## src/design/ihp_pkg.sv

```systemverilog
// ----------------------------------------------------------------------------
// ihp_pkg
// Shared types and constants of the IP transport header parser.
// ----------------------------------------------------------------------------
`default_nettype none

package ihp_pkg;

	localparam int unsigned QUEUE_DEPTH = 2;

	localparam logic [7:0] PROTO_HOPOPT  = 8'd0;
	localparam logic [7:0] PROTO_ICMP    = 8'd1;
	localparam logic [7:0] PROTO_TCP     = 8'd6;
	localparam logic [7:0] PROTO_UDP     = 8'd17;
	localparam logic [7:0] PROTO_ROUTING = 8'd43;
	localparam logic [7:0] PROTO_FRAG    = 8'd44;
	localparam logic [7:0] PROTO_AH      = 8'd51;
	localparam logic [7:0] PROTO_ICMPV6  = 8'd58;
	localparam logic [7:0] PROTO_DSTOPTS = 8'd60;

	localparam logic [3:0] VER_IPV4 = 4'd4;
	localparam logic [3:0] VER_IPV6 = 4'd6;

	localparam logic [2:0] ST_OK         = 3'd0;
	localparam logic [2:0] ST_IP_SHORT   = 3'd1;
	localparam logic [2:0] ST_NOT_IP     = 3'd2;
	localparam logic [2:0] ST_CHAIN_BAD  = 3'd3;
	localparam logic [2:0] ST_L4_SHORT   = 3'd4;

	localparam logic [1:0] TCP_UNKNOWN     = 2'd0;
	localparam logic [1:0] TCP_OPEN        = 2'd1;
	localparam logic [1:0] TCP_ESTABLISHED = 2'd2;
	localparam logic [1:0] TCP_CLOSE       = 2'd3;

	// Per-packet summary handed from the front to the back.
	typedef struct packed {
		logic [15:0] pkt_len;
		logic [3:0]  ver;
		logic [2:0]  err;
		logic        chain_done;
		logic [7:0]  proto;
		logic [15:0] hdr_start;
		logic [63:0] src_hi;
		logic [63:0] src_lo;
		logic [63:0] dst_hi;
		logic [63:0] dst_lo;
		logic [39:0] l4;
	} rec_t;

	function automatic logic is_ext(input logic [7:0] p);
		return (p == PROTO_HOPOPT) || (p == PROTO_ROUTING) || (p == PROTO_FRAG) ||
			(p == PROTO_AH) || (p == PROTO_DSTOPTS);
	endfunction

endpackage

`default_nettype wire

```

## src/design/ihp_front.sv

```systemverilog
// ----------------------------------------------------------------------------
// ihp_front
// Per-byte header walk; emits one packet summary on the last byte.
// ----------------------------------------------------------------------------
`default_nettype none

module ihp_front #(
	parameter int unsigned MAX_EXT_HEADERS = 8
) (
	input  wire logic          clk,
	input  wire logic          arst_n,
	input  wire logic          take,
	input  wire logic [7:0]    pkt_byte,
	input  wire logic          last_byte,
	output ihp_pkg::rec_t      rec,
	output logic               rec_push
);

	localparam int unsigned ExtW = $clog2(MAX_EXT_HEADERS + 1);
	localparam logic [ExtW-1:0] ExtMax = ExtW'(MAX_EXT_HEADERS);

	logic [15:0]     idx_q, n_idx;
	logic [3:0]      ver_q, n_ver;
	logic [7:0]      np_q, n_np;
	logic [15:0]     hs_q, n_hs;
	logic            cd_q, n_cd;
	logic [ExtW-1:0] ext_q, n_ext;
	logic [63:0]     src0_q, src1_q, dst0_q, dst1_q;
	logic [63:0]     n_src0, n_src1, n_dst0, n_dst1;
	logic [39:0]     l4_q, n_l4;
	logic [2:0]      err_q, n_err;

	logic            live;
	logic [11:0]     adv;
	logic [16:0]     ns;
	logic [15:0]     rel;

	always_comb begin
		n_idx = idx_q; n_ver = ver_q; n_np = np_q; n_hs = hs_q; n_cd = cd_q;
		n_ext = ext_q; n_src0 = src0_q; n_src1 = src1_q; n_dst0 = dst0_q;
		n_dst1 = dst1_q; n_l4 = l4_q; n_err = err_q;
		adv = 12'd0; ns = 17'd0; rel = 16'd0;
		live = (idx_q != 16'hFFFF);
		if (live) begin
			n_idx = idx_q + 16'd1;
			if (idx_q == 16'd0) begin
				n_ver = pkt_byte[7:4];
				if (pkt_byte[7:4] == ihp_pkg::VER_IPV4) begin
					if (pkt_byte[3:0] < 4'd5) begin
						n_err = ihp_pkg::ST_IP_SHORT;
					end else begin
						n_hs = {10'd0, pkt_byte[3:0], 2'b00};
						n_cd = 1'b1;
					end
				end else if (pkt_byte[7:4] == ihp_pkg::VER_IPV6) begin
					n_hs = 16'd40;
				end
			end
			if (n_ver == ihp_pkg::VER_IPV4 && n_err == ihp_pkg::ST_OK) begin
				if (idx_q == 16'd9) n_np = pkt_byte;
				else if (idx_q >= 16'd12 && idx_q <= 16'd15)
					n_src1 = {32'd0, src1_q[23:0], pkt_byte};
				else if (idx_q >= 16'd16 && idx_q <= 16'd19)
					n_dst1 = {32'd0, dst1_q[23:0], pkt_byte};
			end else if (n_ver == ihp_pkg::VER_IPV6) begin
				if (idx_q == 16'd6) n_np = pkt_byte;
				else if (idx_q >= 16'd8 && idx_q <= 16'd15)
					n_src0 = {src0_q[55:0], pkt_byte};
				else if (idx_q >= 16'd16 && idx_q <= 16'd23)
					n_src1 = {src1_q[55:0], pkt_byte};
				else if (idx_q >= 16'd24 && idx_q <= 16'd31)
					n_dst0 = {dst0_q[55:0], pkt_byte};
				else if (idx_q >= 16'd32 && idx_q <= 16'd39)
					n_dst1 = {dst1_q[55:0], pkt_byte};
				// extension walk: next-header byte then length byte
				if (idx_q >= 16'd40 && !cd_q) begin
					if (np_q == ihp_pkg::PROTO_FRAG) adv = 12'd8;
					else if (np_q == ihp_pkg::PROTO_AH)
						adv = {2'b00, pkt_byte, 2'b00} + 12'd8;
					else adv = {1'b0, pkt_byte, 3'b000} + 12'd8;
					ns = {1'b0, hs_q} + {5'd0, adv};
					if (idx_q == hs_q) begin
						if (ihp_pkg::is_ext(np_q)) begin
							if (ext_q >= ExtMax) begin
								n_err = ihp_pkg::ST_CHAIN_BAD;
								n_cd  = 1'b1;
							end else begin
								n_l4 = {32'd0, pkt_byte};
							end
						end else begin
							n_cd = 1'b1;
							n_l4 = 40'd0;
						end
					end else if ({1'b0, idx_q} == {1'b0, hs_q} + 17'd1) begin
						if (ns[16]) begin
							n_err = ihp_pkg::ST_CHAIN_BAD;
							n_cd  = 1'b1;
						end else begin
							n_hs  = ns[15:0];
							n_np  = l4_q[7:0];
							n_ext = ext_q + ExtW'(1);
							n_l4  = 40'd0;
						end
					end
				end
			end
			// capture transport header bytes
			if (n_cd && n_err == ihp_pkg::ST_OK && idx_q >= n_hs) begin
				rel = idx_q - n_hs;
				if (rel < 16'd4) begin
					case (rel[1:0])
						2'd0: n_l4[39:32] = pkt_byte;
						2'd1: n_l4[31:24] = pkt_byte;
						2'd2: n_l4[23:16] = pkt_byte;
						default: n_l4[15:8] = pkt_byte;
					endcase
				end else if (rel == 16'd13) begin
					n_l4[7:0] = pkt_byte;
				end
			end
		end
	end

	assign rec_push = take && last_byte;

	always_comb begin
		rec.pkt_len    = live ? idx_q + 16'd1 : 16'hFFFF;
		rec.ver        = n_ver;
		rec.err        = n_err;
		rec.chain_done = n_cd;
		rec.proto      = n_np;
		rec.hdr_start  = n_hs;
		rec.src_hi     = n_src0;
		rec.src_lo     = n_src1;
		rec.dst_hi     = n_dst0;
		rec.dst_lo     = n_dst1;
		rec.l4         = n_l4;
	end

	always_ff @(posedge clk or negedge arst_n) begin
		if (!arst_n) begin
			idx_q <= '0; ver_q <= '0; np_q <= '0; hs_q <= '0; cd_q <= 1'b0;
			ext_q <= '0; src0_q <= '0; src1_q <= '0; dst0_q <= '0; dst1_q <= '0;
			l4_q <= '0; err_q <= '0;
		end else if (take) begin
			if (last_byte) begin
				// drop all packet state for the next packet
				idx_q <= '0; ver_q <= '0; np_q <= '0; hs_q <= '0; cd_q <= 1'b0;
				ext_q <= '0; src0_q <= '0; src1_q <= '0; dst0_q <= '0; dst1_q <= '0;
				l4_q <= '0; err_q <= '0;
			end else begin
				idx_q <= n_idx; ver_q <= n_ver; np_q <= n_np; hs_q <= n_hs;
				cd_q <= n_cd; ext_q <= n_ext; src0_q <= n_src0; src1_q <= n_src1;
				dst0_q <= n_dst0; dst1_q <= n_dst1; l4_q <= n_l4; err_q <= n_err;
			end
		end
	end

	a_ext_bound: assert property (@(posedge clk) disable iff (!arst_n)
		ext_q <= ExtMax) else $error("extension count beyond limit");
	a_err_sticks: assert property (@(posedge clk) disable iff (!arst_n)
		(err_q != ihp_pkg::ST_OK && !(take && last_byte)) |=> (err_q == $past(err_q)))
		else $error("early status changed mid packet");

endmodule

`default_nettype wire

```

## src/design/ihp_queue.sv

```systemverilog
// ----------------------------------------------------------------------------
// ihp_queue
// Short queue of packet summaries between front and back.
// ----------------------------------------------------------------------------
`default_nettype none

module ihp_queue (
	input  wire logic          clk,
	input  wire logic          arst_n,
	input  wire logic          wr_en,
	input  wire ihp_pkg::rec_t wr_data,
	input  wire logic          rd_en,
	output logic               full,
	output logic               avail,
	output ihp_pkg::rec_t      rd_data
);

	localparam int unsigned PtrW = (ihp_pkg::QUEUE_DEPTH > 1) ?
		$clog2(ihp_pkg::QUEUE_DEPTH) : 1;
	localparam int unsigned CntW = $clog2(ihp_pkg::QUEUE_DEPTH + 1);
	localparam logic [CntW-1:0] Depth = CntW'(ihp_pkg::QUEUE_DEPTH);
	localparam logic [PtrW-1:0] LastPtr = PtrW'(ihp_pkg::QUEUE_DEPTH - 1);

	ihp_pkg::rec_t   mem_q [ihp_pkg::QUEUE_DEPTH];
	logic [PtrW-1:0] wp_q, rp_q;
	logic [CntW-1:0] cnt_q;
	logic            do_wr, do_rd;

	assign full    = (cnt_q == Depth);
	assign avail   = (cnt_q != '0);
	assign do_wr   = wr_en && !full;
	assign do_rd   = rd_en && avail;
	assign rd_data = mem_q[rp_q];

	always_ff @(posedge clk) begin
		if (do_wr) mem_q[wp_q] <= wr_data;
	end

	always_ff @(posedge clk or negedge arst_n) begin
		if (!arst_n) begin
			wp_q <= '0; rp_q <= '0; cnt_q <= '0;
		end else begin
			if (do_wr) wp_q <= (wp_q == LastPtr) ? '0 : wp_q + PtrW'(1);
			if (do_rd) rp_q <= (rp_q == LastPtr) ? '0 : rp_q + PtrW'(1);
			if (do_wr && !do_rd) cnt_q <= cnt_q + CntW'(1);
			else if (do_rd && !do_wr) cnt_q <= cnt_q - CntW'(1);
		end
	end

	a_cnt_bound: assert property (@(posedge clk) disable iff (!arst_n)
		cnt_q <= Depth) else $error("queue count overflow");
	a_no_lost_write: assert property (@(posedge clk) disable iff (!arst_n)
		(wr_en && full && !rd_en) |=> full) else $error("queue lost fill level");

endmodule

`default_nettype wire

```

## src/design/ihp_back.sv

```systemverilog
// ----------------------------------------------------------------------------
// ihp_back
// Turns a packet summary into the result item and holds it for the reader.
// ----------------------------------------------------------------------------
`default_nettype none

module ihp_back (
	input  wire logic          clk,
	input  wire logic          arst_n,
	input  wire logic          rec_avail,
	input  wire ihp_pkg::rec_t rec,
	output logic               rec_pop,
	input  wire logic          pop,
	output logic               empty,
	output logic [63:0]        src_addr_hi,
	output logic [63:0]        src_addr_lo,
	output logic [63:0]        dst_addr_hi,
	output logic [63:0]        dst_addr_lo,
	output logic [7:0]         transport_proto,
	output logic [15:0]        transport_offset,
	output logic [15:0]        src_port,
	output logic [15:0]        dst_port,
	output logic [7:0]         icmp_type,
	output logic [7:0]         icmp_code,
	output logic [1:0]         tcp_state,
	output logic [2:0]         parse_status
);

	logic        valid_q;
	logic [63:0] sh, sl, dh, dl;
	logic [7:0]  pr, it, ic;
	logic [15:0] off, sp, dp;
	logic [1:0]  ts;
	logic [2:0]  st;
	logic [16:0] need, reach;
	logic        v4, v6;

	always_comb begin
		sh = '0; sl = '0; dh = '0; dl = '0; pr = '0; off = '0; sp = '0; dp = '0;
		it = '0; ic = '0; ts = ihp_pkg::TCP_UNKNOWN; st = ihp_pkg::ST_OK;
		need = '0; reach = '0;
		v4 = (rec.ver == ihp_pkg::VER_IPV4);
		v6 = (rec.ver == ihp_pkg::VER_IPV6);
		if (rec.pkt_len < 16'd20) st = ihp_pkg::ST_IP_SHORT;
		else if (!v4 && !v6) st = ihp_pkg::ST_NOT_IP;
		else if (v4 && rec.err == ihp_pkg::ST_IP_SHORT) st = ihp_pkg::ST_IP_SHORT;
		else if (v6 && rec.pkt_len < 16'd40) st = ihp_pkg::ST_IP_SHORT;
		else begin
			if (v4) begin
				sl = {32'h0000FFFF, rec.src_lo[31:0]};
				dl = {32'h0000FFFF, rec.dst_lo[31:0]};
			end else begin
				sh = rec.src_hi; sl = rec.src_lo; dh = rec.dst_hi; dl = rec.dst_lo;
			end
			pr = rec.proto;
			if (rec.err == ihp_pkg::ST_CHAIN_BAD ||
				(v6 && !rec.chain_done && ihp_pkg::is_ext(pr))) begin
				st = ihp_pkg::ST_CHAIN_BAD;
			end else begin
				off = rec.hdr_start;
				if (pr == ihp_pkg::PROTO_TCP) need = 17'd20;
				else if (pr == ihp_pkg::PROTO_UDP || pr == ihp_pkg::PROTO_ICMP ||
					pr == ihp_pkg::PROTO_ICMPV6) need = 17'd8;
				reach = {1'b0, off} + need;
				if (need != '0 && {1'b0, rec.pkt_len} < reach) begin
					st = ihp_pkg::ST_L4_SHORT;
				end else if (pr == ihp_pkg::PROTO_TCP || pr == ihp_pkg::PROTO_UDP) begin
					sp = rec.l4[39:24];
					dp = rec.l4[23:8];
					if (pr == ihp_pkg::PROTO_TCP) begin
						if (rec.l4[0] || rec.l4[2]) ts = ihp_pkg::TCP_CLOSE;
						else if (rec.l4[1])
							ts = rec.l4[4] ? ihp_pkg::TCP_ESTABLISHED : ihp_pkg::TCP_OPEN;
					end
				end else if (pr == ihp_pkg::PROTO_ICMP || pr == ihp_pkg::PROTO_ICMPV6) begin
					it = rec.l4[39:32];
					ic = rec.l4[31:24];
				end
			end
		end
	end

	// Load a new result when the holding register is free or being drained.
	assign rec_pop = rec_avail && (!valid_q || pop);
	assign empty   = !valid_q;

	always_ff @(posedge clk or negedge arst_n) begin
		if (!arst_n) begin
			valid_q <= 1'b0;
		end else if (rec_pop) begin
			valid_q <= 1'b1;
		end else if (pop) begin
			valid_q <= 1'b0;
		end
	end

	always_ff @(posedge clk) begin
		if (rec_pop) begin
			src_addr_hi <= sh; src_addr_lo <= sl; dst_addr_hi <= dh; dst_addr_lo <= dl;
			transport_proto <= pr; transport_offset <= off; src_port <= sp;
			dst_port <= dp; icmp_type <= it; icmp_code <= ic; tcp_state <= ts;
			parse_status <= st;
		end
	end

	a_status_range: assert property (@(posedge clk) disable iff (!arst_n)
		!empty |-> (parse_status <= ihp_pkg::ST_L4_SHORT)) else $error("bad status");
	a_held: assert property (@(posedge clk) disable iff (!arst_n)
		(!empty && !pop) |=> (!empty && $stable(parse_status)))
		else $error("waiting result disturbed");

endmodule

`default_nettype wire

```

## src/design/ip_transport_header_parser_unit.sv

```systemverilog
// ----------------------------------------------------------------------------
// ip_transport_header_parser_unit
// IPv4/IPv6 five-tuple parser: byte stream in, one summary item per packet out.
// ----------------------------------------------------------------------------
//  channel  | handshake         | payload
//  ---------+-------------------+------------------------------------------
//  input    | push / full       | pkt_byte, last_byte (one item per byte)
//  result   | empty / pop       | addresses, proto, offset, ports, icmp,
//           |                   | tcp_state, parse_status
//
//  One byte is taken every cycle while full is low; the front's per-byte walk
//  is a single register stage.
//  A result reaches the ports in order: the edge that takes the last byte writes
//  the summary queue, then the result register loads it once free or being popped.
//  full rises only while the summary queue holds two packets, i.e. when
//  results are not popped and two more packets have finished.
//  arst_n clears all packet state, the queue and the result valid flag.
// ----------------------------------------------------------------------------
`default_nettype none

module ip_transport_header_parser_unit #(
	parameter int unsigned MAX_EXT_HEADERS = 8
) (
	input  wire logic        clk,
	input  wire logic        arst_n,
	input  wire logic        push,
	output logic             full,
	input  wire logic [7:0]  pkt_byte,
	input  wire logic        last_byte,
	output logic             empty,
	input  wire logic        pop,
	output logic [63:0]      src_addr_hi,
	output logic [63:0]      src_addr_lo,
	output logic [63:0]      dst_addr_hi,
	output logic [63:0]      dst_addr_lo,
	output logic [7:0]       transport_proto,
	output logic [15:0]      transport_offset,
	output logic [15:0]      src_port,
	output logic [15:0]      dst_port,
	output logic [7:0]       icmp_type,
	output logic [7:0]       icmp_code,
	output logic [1:0]       tcp_state,
	output logic [2:0]       parse_status
);

	ihp_pkg::rec_t f_rec, q_rec;
	logic          f_push, q_avail, q_pop, take;

	// Accept a byte only while the summary queue can take a finished packet.
	assign take = push && !full;

	ihp_front #(.MAX_EXT_HEADERS(MAX_EXT_HEADERS)) u_front (
		.clk(clk), .arst_n(arst_n), .take(take), .pkt_byte(pkt_byte),
		.last_byte(last_byte), .rec(f_rec), .rec_push(f_push)
	);

	ihp_queue u_queue (
		.clk(clk), .arst_n(arst_n), .wr_en(f_push), .wr_data(f_rec),
		.rd_en(q_pop), .full(full), .avail(q_avail), .rd_data(q_rec)
	);

	ihp_back u_back (
		.clk(clk), .arst_n(arst_n), .rec_avail(q_avail), .rec(q_rec),
		.rec_pop(q_pop), .pop(pop), .empty(empty),
		.src_addr_hi(src_addr_hi), .src_addr_lo(src_addr_lo),
		.dst_addr_hi(dst_addr_hi), .dst_addr_lo(dst_addr_lo),
		.transport_proto(transport_proto), .transport_offset(transport_offset),
		.src_port(src_port), .dst_port(dst_port), .icmp_type(icmp_type),
		.icmp_code(icmp_code), .tcp_state(tcp_state), .parse_status(parse_status)
	);

	a_result_follows: assert property (@(posedge clk) disable iff (!arst_n)
		(q_avail && empty) |=> !empty) else $error("queued summary not loaded");

endmodule

`default_nettype wire
```

## config.mk

```make
export PLATFORM = sky130hd
export DESIGN_NAME = ip_transport_header_parser_unit
export DESIGN_NICKNAME = d
export VERILOG_FILES = /design/src/design/ihp_pkg.sv /design/src/design/ihp_front.sv /design/src/design/ihp_queue.sv /design/src/design/ihp_back.sv /design/src/design/ip_transport_header_parser_unit.sv
export SDC_FILE = /design/constraint.sdc
export NUM_CORES = 2
export LEC_CHECK = 0
export ABC_AREA = 1
export BUFFER_PORTS_ARGS = -buffer_cell sky130_fd_sc_hd__buf_4
export CAP_MARGIN = 20
export CORE_MARGIN = 2
export CORE_UTILIZATION = 55
export CTS_CLUSTER_SIZE = 30
export DETAILED_ROUTE_END_ITERATION = 12
export HOLD_SLACK_MARGIN = 0.15
export PLACE_DENSITY = 0.76
export SLEW_MARGIN = 20
export SYNTH_ARGS = -nofsm -noshare
export SYNTH_HDL_FRONTEND = slang
export SYNTH_SLANG_ARGS = --single-unit
```

## constraint.sdc

```tcl
create_clock -name clk -period 18.74 [get_ports clk]
set_input_delay 1.874 -clock clk [delete_from_list [all_inputs] [get_ports clk]]
set_output_delay 1.874 -clock clk [all_outputs]
set_load 0.01 [all_outputs]
```

# Yosys cells after proc, flatten, opt, wreduce, memory -nomap -nowiden

Memories as Yosys holds them, arrays and structs flattened.
Cells that the tools add are included.

Logic and storage cells: 317
RAM bits: 688
Output and inout port bits: 335
Flip-flop bits (word level): 686
Memories kept: 1

Memory list:

| memory        | depth | width | read ports | clocked after Yosys merged registers in | wr ports | RTL line        | source |
|---|---|---|---|---|---|---|---|
| u_queue.mem_q | 2     | 344   | 1          | 0                                       | 1        | ihp_queue.sv:24 | `ihp_pkg::rec_t mem_q [ihp_pkg::QUEUE_DEPTH];` |

Bitwise operators: 3
Add/sub/neg operators: 12
Muxes and demuxes: 151
Equality and inequality tests: 32
Reductions and logical operators: 69
$lt $le $gt $ge: 18

Operators with widths:

| operator                                                                              | number |
|---|---|
| 64-bit 2-to-1 mux                                                                     | 35 |
| 40-bit 2-to-1 mux                                                                     | 11 |
| 16-bit 2-to-1 mux                                                                     | 16 |
| 8-bit 2-to-1 mux                                                                      | 16 |
| 17-bit 2-to-1 mux                                                                     | 6 |
| 48-bit 2-to-1 mux                                                                     | 2 |
| 8-bit by 6-bit == test with 1-bit output (second input constant)                      | 9 |
| 12-bit 2-to-1 mux                                                                     | 6 |
| 4-bit 2-to-1 mux                                                                      | 13 |
| 16-bit by 5-bit less-or-equal comparator with 1-bit output (second input constant)    | 3 |
| 3-bit 2-to-1 mux                                                                      | 16 |
| 16-bit by 4-bit == test with 1-bit output (second input constant)                     | 2 |
| 16-bit by 4-bit greater-or-equal comparator with 1-bit output (second input constant) | 2 |
| 16-bit by 5-bit greater-or-equal comparator with 1-bit output (second input constant) | 2 |
| 16-bit by 6-bit greater-or-equal comparator with 1-bit output (second input constant) | 2 |
| 32-bit 2-to-1 mux                                                                     | 1 |
| 4-bit by 3-bit == test with 1-bit output (second input constant)                      | 6 |
| 1-bit logical AND                                                                     | 23 |
| 1-bit 2-to-1 mux                                                                      | 20 |
| 2-bit 2-to-1 mux                                                                      | 9 |
| 16-bit by 1-bit adder with 17-bit output (second input constant)                      | 1 |
| 16-bit by 12-bit adder with 17-bit output                                             | 1 |
| 16-bit by 17-bit adder with 17-bit output                                             | 1 |
| 16-bit by 17-bit == test with 1-bit output                                            | 1 |
| 44 further kinds                                                                      | 81 |

# Depth between registers and ports, before layout

Depth after elaboration: 25
Mapped depth: 47

# Cells and area by module

From an unflattened synthesis, not the netlist that was laid out.

Cell total of the unflattened synthesis: 6672
Area, all modules: 63467.1 µm²

Modules (own cells, without submodules):

| module                          | area each (µm²) | times used | cells an instance | sequential area each (µm²) |
|---|---|---|---|---|
| ihp_queue                       | 25157.9         | 1          | 1828              | 20759.9 |
| ihp_front                       | 24380.9         | 1          | 3635              | 8708.4 |
| ihp_back                        | 13918.3         | 1          | 1207              | 10024.6 |
| ip_transport_header_parser_unit | 10.0            | 1          | 2                 | 0.0 |

# Worst setup path after synthesis

OpenSTA, ideal clock, no wires.

Kind: input -> register
Start point: in pop
End point: reg u_queue.cnt_q[1]
Required time: 18.617 ns
Arrival time: 19.959 ns
Stages: 7
Setup slack: -1.342 ns
Path buffers: 0
Cell sequence: nor2_1 > a21oi_1 > inv_1 > ha_1 > nor2_1 > nand2_1 > xor2_1

Longest elaborated chain between the ends: 6
Elaborated cells between the ends (all ways): 8
Classes of those cells: mux: 1; reduce/logical: 7

Ends and longest elaborated chain:

| what                                                   | RTL line                              | source |
|---|---|---|
| from (decl)                                            | ip_transport_header_parser_unit.sv:31 | `input wire logic pop,` |
| 1-bit logical OR (*)                                   | ihp_back.sv:84                        | `assign rec_pop = rec_avail && (!valid_q \|\| pop);` |
| 1-bit logical AND (*)                                  | ihp_back.sv:84                        |  |
| net q_pop                                              | ip_transport_header_parser_unit.sv:47 | `logic f_push, q_avail, q_pop, take;` |
| 1-bit logical AND (*)                                  | ihp_queue.sv:32                       | `assign do_rd = rd_en && avail;` |
| 1-bit logical NOT                                      | ihp_queue.sv:45                       | `if (do_wr && !do_rd) cnt_q <= cnt_q + CntW'(1);` |
| 1-bit logical AND                                      | ihp_queue.sv:45                       |  |
| 2-bit 2-to-1 mux or 2-bit nonzero test (tied branches) | --                                    |  |
| to (signal assigned)                                   | ihp_queue.sv:45                       |  |
| to (signal assigned)                                   | ihp_queue.sv:46                       | `else if (do_rd && !do_wr) cnt_q <= cnt_q - CntW'(1);` |
| to (decl)                                              | ihp_queue.sv:26                       | `logic [CntW-1:0] cnt_q;` |

Mark *: on every way through the listed nets, which the timed path passes. The rest lies on a longest branch.
A chain may end at the register's enable or synchronous reset.

==> metrics.txt <==
depth of the worst register-to-register path 26; count of different cell masters after synthesis 64; final critical-path share of the clock period roughly two fifths; launch instance of the worst register-to-register path u_queue.rp_q; Die Wd about 330 um; sort of element at the end of the critical path register; fin nets 5836; count of non-filler cells in the finished layout ~7300; most instantiated library cell after synthesis nand2_1; number of gates on the worst path with buffers counted 38; RSZ-0062 raised after global routing false; async set-or-reset flop fraction in the synthesized netlist 25.8%; required arrival time at the worst endpoint 19.24 ns; clock-pin slew of the registers on the worst-case setup and hold paths 0.05 ns; ANT nets after route 0; crit path kind primary input to register; Yosys warning total 0; Mean Syn Cell Area between 10 and 15 um^2; initial core utilization 55.6%; clock sink total 1366; Via Count 41300; cell type of the slowest stage on the worst timing path fa_1; maximum buffer depth of the clock tree 3; peak per-stage delay on the critical path 0.44 ns; average vias per placed instance between 5 and 6; fraction of final layout cells sized beyond drive strength 1 roughly an eighth; launch point of the critical path pkt_byte[0]; critical path arrival 8.34 ns; detailed-route DRC error count 0; register bit count reported by yosys about 1400; global route overflow 0; post-route core utilization 63.3%; most prevalent standard cell on the critical path nand2_1; count of final hold-check violations 0; area of the core region 108000 um^2; final setup TNS 0 ns; Max IR drop VDD 0.157 mV; count of placed standard cells including taps around 7000; final worst clock skew 0.0587 ns; worst setup slack for register-to-register paths between 10 and 15 ns; leading register cell type out of synthesis edfxtp_1; number of instances resized during post-cts repair 0; Pwr Total 10.0 mW; minimum clock period after layout 7.83 ns; Setup crit start kind primary input; power density over the cells 148 nW/um^2; Final Wtd Congestion 0.901; Post-Syn Instances ~5500; global-route wire length before repair 232 mm; hold crit path type register to register; synthesis-to-layout area growth 13.8%; routed wirelength normalized by instance count 20.9 um; top achievable clock speed about 130 MHz; total clock buffers created by CTS around 140; worst slew margin relative to its limit 16.2%; DRT Pass-1 Iters 6; # setup viols final 0; height of the die around 330 um; endpoint of the lowest-slack register-to-register path u_back.icmp_type[1]; GRT Resource Usage Total a little over a quarter; worst-path fanout max 14; pin count of the biggest net entering global routing 202; count of filler cells inserted in the layout just over 8000; CTS tree built; Synth area leaders edfxtp_1, dfrtp_1, nand2_1; Initial DRC Count 4517; Max-Cap Viols 0; count of flip-flops with a built-in enable after synthesis 1013; CTS Hold Buffers Added 0; count of buffer and inverter cells on the critical path 6; antenna violations before repair 1; CTS H-Tree Depth 4; post-CTS setup buffer count 0; final count of pins violating max slew 0; cell at the root of the clock tree clkbuf_16; Netlist Area Pre-Place 59800 um^2; leading cell types by count after synthesis nand2_1, edfxtp_1, inv_1; HPWL after detailed placement 96.1 mm; endpoint of the most critical setup path u_queue.mem_q[0][8]; Largest delay share family, worst path simple AND/OR/NAND/NOR gates; standard-cell row count between 100 and 150; leakage power total 28.8 nW; Port Buf Inserts ~350; number of global-route vias before repair 39900; Cells on Worst Hold Path 2; run status completed; number of primary I/O pins 348; Skew-Pair Late Insertion Delay 0.77 ns; worst-margin pin slew 1.26 ns; overall routed net length 152 mm; share of synthesized area occupied by flip-flops and latches 65.7%; largest area contributor in the synthesized netlist edfxtp_1; area fraction of the dominant cell type after synthesis 50.9%; synthesized net count 5576; Worst Hold Margin 0.479 ns; die area 111000 um^2
metrics by stage:
step | cell area [um^2] | setup WS, ns
2_1_floorplan | 59800 | 1.23
3_3_place_gp | 63400 | 10.36
5_1_grt | 68000 | 10.51
4_1_cts | 68000 | 11.07
3_5_place_dp | 63400 | 10.27
6_report | 68000 | 10.91
placed cells by master, fill, tap and decap left out, types with 8 or more instances in the layout:
| master | netlist | layout |
|---|---|---|
| nand2_2 | 8 | 8 |
| o22ai_1 | 89 | 89 |
| o21ai_1 | 66 | 66 |
| a31oi_1 | 36 | 36 |
| clkinv_1 | 9 | 30 |
| a21o_1 | 34 | 34 |
| o211ai_1 | 10 | 10 |
| and2_1 | 32 | 32 |
| nor2_1 | 252 | 249 |
| xnor2_1 | 19 | 19 |
| nor2_2 | 18 | 18 |
| clkinv_2 | 0 | 24 |
| o21ai_0 | 315 | 314 |
| edfxtp_1 | 1013 | 1013 |
| nand2_1 | 1421 | 1420 |
| nand3_1 | 157 | 155 |
| buf_4 | 16 | 386 |
| nor3_1 | 30 | 28 |
| clkbuf_16 | 0 | 144 |
| clkbuf_8 | 0 | 9 |
| xor2_1 | 40 | 40 |
| clkbuf_1 | 172 | 36 |
| inv_6 | 0 | 8 |
| ha_1 | 56 | 56 |
| dfrtp_1 | 353 | 352 |
| nand4_1 | 59 | 59 |
| inv_2 | 11 | 11 |
| inv_1 | 541 | 538 |
| o21a_1 | 36 | 36 |
| mux2i_1 | 176 | 176 |
| a21oi_1 | 313 | 312 |
| o22ai_2 | 28 | 28 |
| or2_2 | 22 | 22 |
how the worst min path moves through the flow:
stage	startpoint	end	slack, ns
after CTS	u_front.l4_q[15]	u_front.l4_q[15]	0.48
after detailed placement	u_front.l4_q[15]	u_front.l4_q[15]	0.46
after global placement	u_front.l4_q[30]	u_front.l4_q[30]	0.46
final	u_front.l4_q[22]	u_front.l4_q[22]	0.48
after global routing	u_front.l4_q[36]	u_front.l4_q[36]	0.50
after floorplan	u_front.l4_q[23]	u_front.l4_q[23]	0.45
worst reg2reg max path: stages, from the launching register on:
cell     delay (ns)
dfrtp_4        1.03
inv_8          0.45
or2_2          0.41
o21ai_1        0.22
inv_1          0.11
nor2_1         0.15
nand2_1        0.08
inv_1          0.09
nand4_1        0.10
inv_1          0.31
ha_1           0.26
fa_1           0.22
nand2_1        0.07
a21oi_1        0.24
nand2_1        0.10
nor2_1         0.28
nand4_1        0.23
xnor2_1        0.19
ha_1           0.32
nand2_1        0.08
o21ai_0        0.18
a21oi_1        0.06
o21ai_0        0.14
a21oi_1        0.12
o22ai_1        0.77
nand3_2        0.58
nor2_1         0.26
where the power goes:
part | internal [mW] | switching (mW)
registers | 4.11 | 0.298
clock network | 1.57 | 1.19
logic | 0.943 | 1.94
total | 6.62 | 3.43
sequential cells by signal, indices dropped and copies added, names as in the netlist, 8 cells and up:
| name | flops |
|---|---|
| u_back.src_addr_lo | 64 |
| u_front.idx_q | 16 |
| u_back.transport_offset | 16 |
| u_front.dst1_q | 64 |
| u_back.src_addr_hi | 64 |
| u_front.src0_q | 64 |
| u_back.dst_port | 16 |
| u_front.dst0_q | 64 |
| u_front.l4_q | 40 |
| u_front.src1_q | 64 |
| u_front.hs_q | 16 |
| u_back.dst_addr_lo | 64 |
| u_back.dst_addr_hi | 64 |
| u_queue.mem_q | 680 |
| u_back.icmp_type | 8 |
| u_back.icmp_code | 8 |
| u_front.np_q | 8 |
| u_back.src_port | 16 |
| u_back.transport_proto | 8 |
layer usage:
metal	up-vias	global-route usage (%)	share of wire [%]
li1	19200	-	-
met1	20200	37.3	41
met2	1654	44.5	49
met3	247	4.27	7.5
met4	0	8.44	2.8
met5	-	0	0
area by class of cell:
cell class	count	area, um^2	share of cell area (%)
timing repair buffer	395	3080	4.53
sequential	1366	39300	57.7
antenna	1	2.50	0.00368
clock inverter	73	731	1.07
clock buffer	189	3860	5.68
tap	1403	1760	2.58
inverter	563	2140	3.14
multi-input combinational	3296	17200	25.3
kinds of logic (layout without fill, tap and decap cells):
group	after synthesis	after routing	synth area share, %
AND/OR/NAND/NOR	2041	2041	14.3
adder cells (fa/ha/maj)	59	59	1.27
XOR/XNOR	59	59	0.864
other	0	1	0
multiplexers	176	176	2.95
flip-flops	1366	1366	65.7
AO/OA/AOI/OAI	961	961	9.20
buffers and inverters	842	1220	5.73
Power figures use the tool's default switching activity.
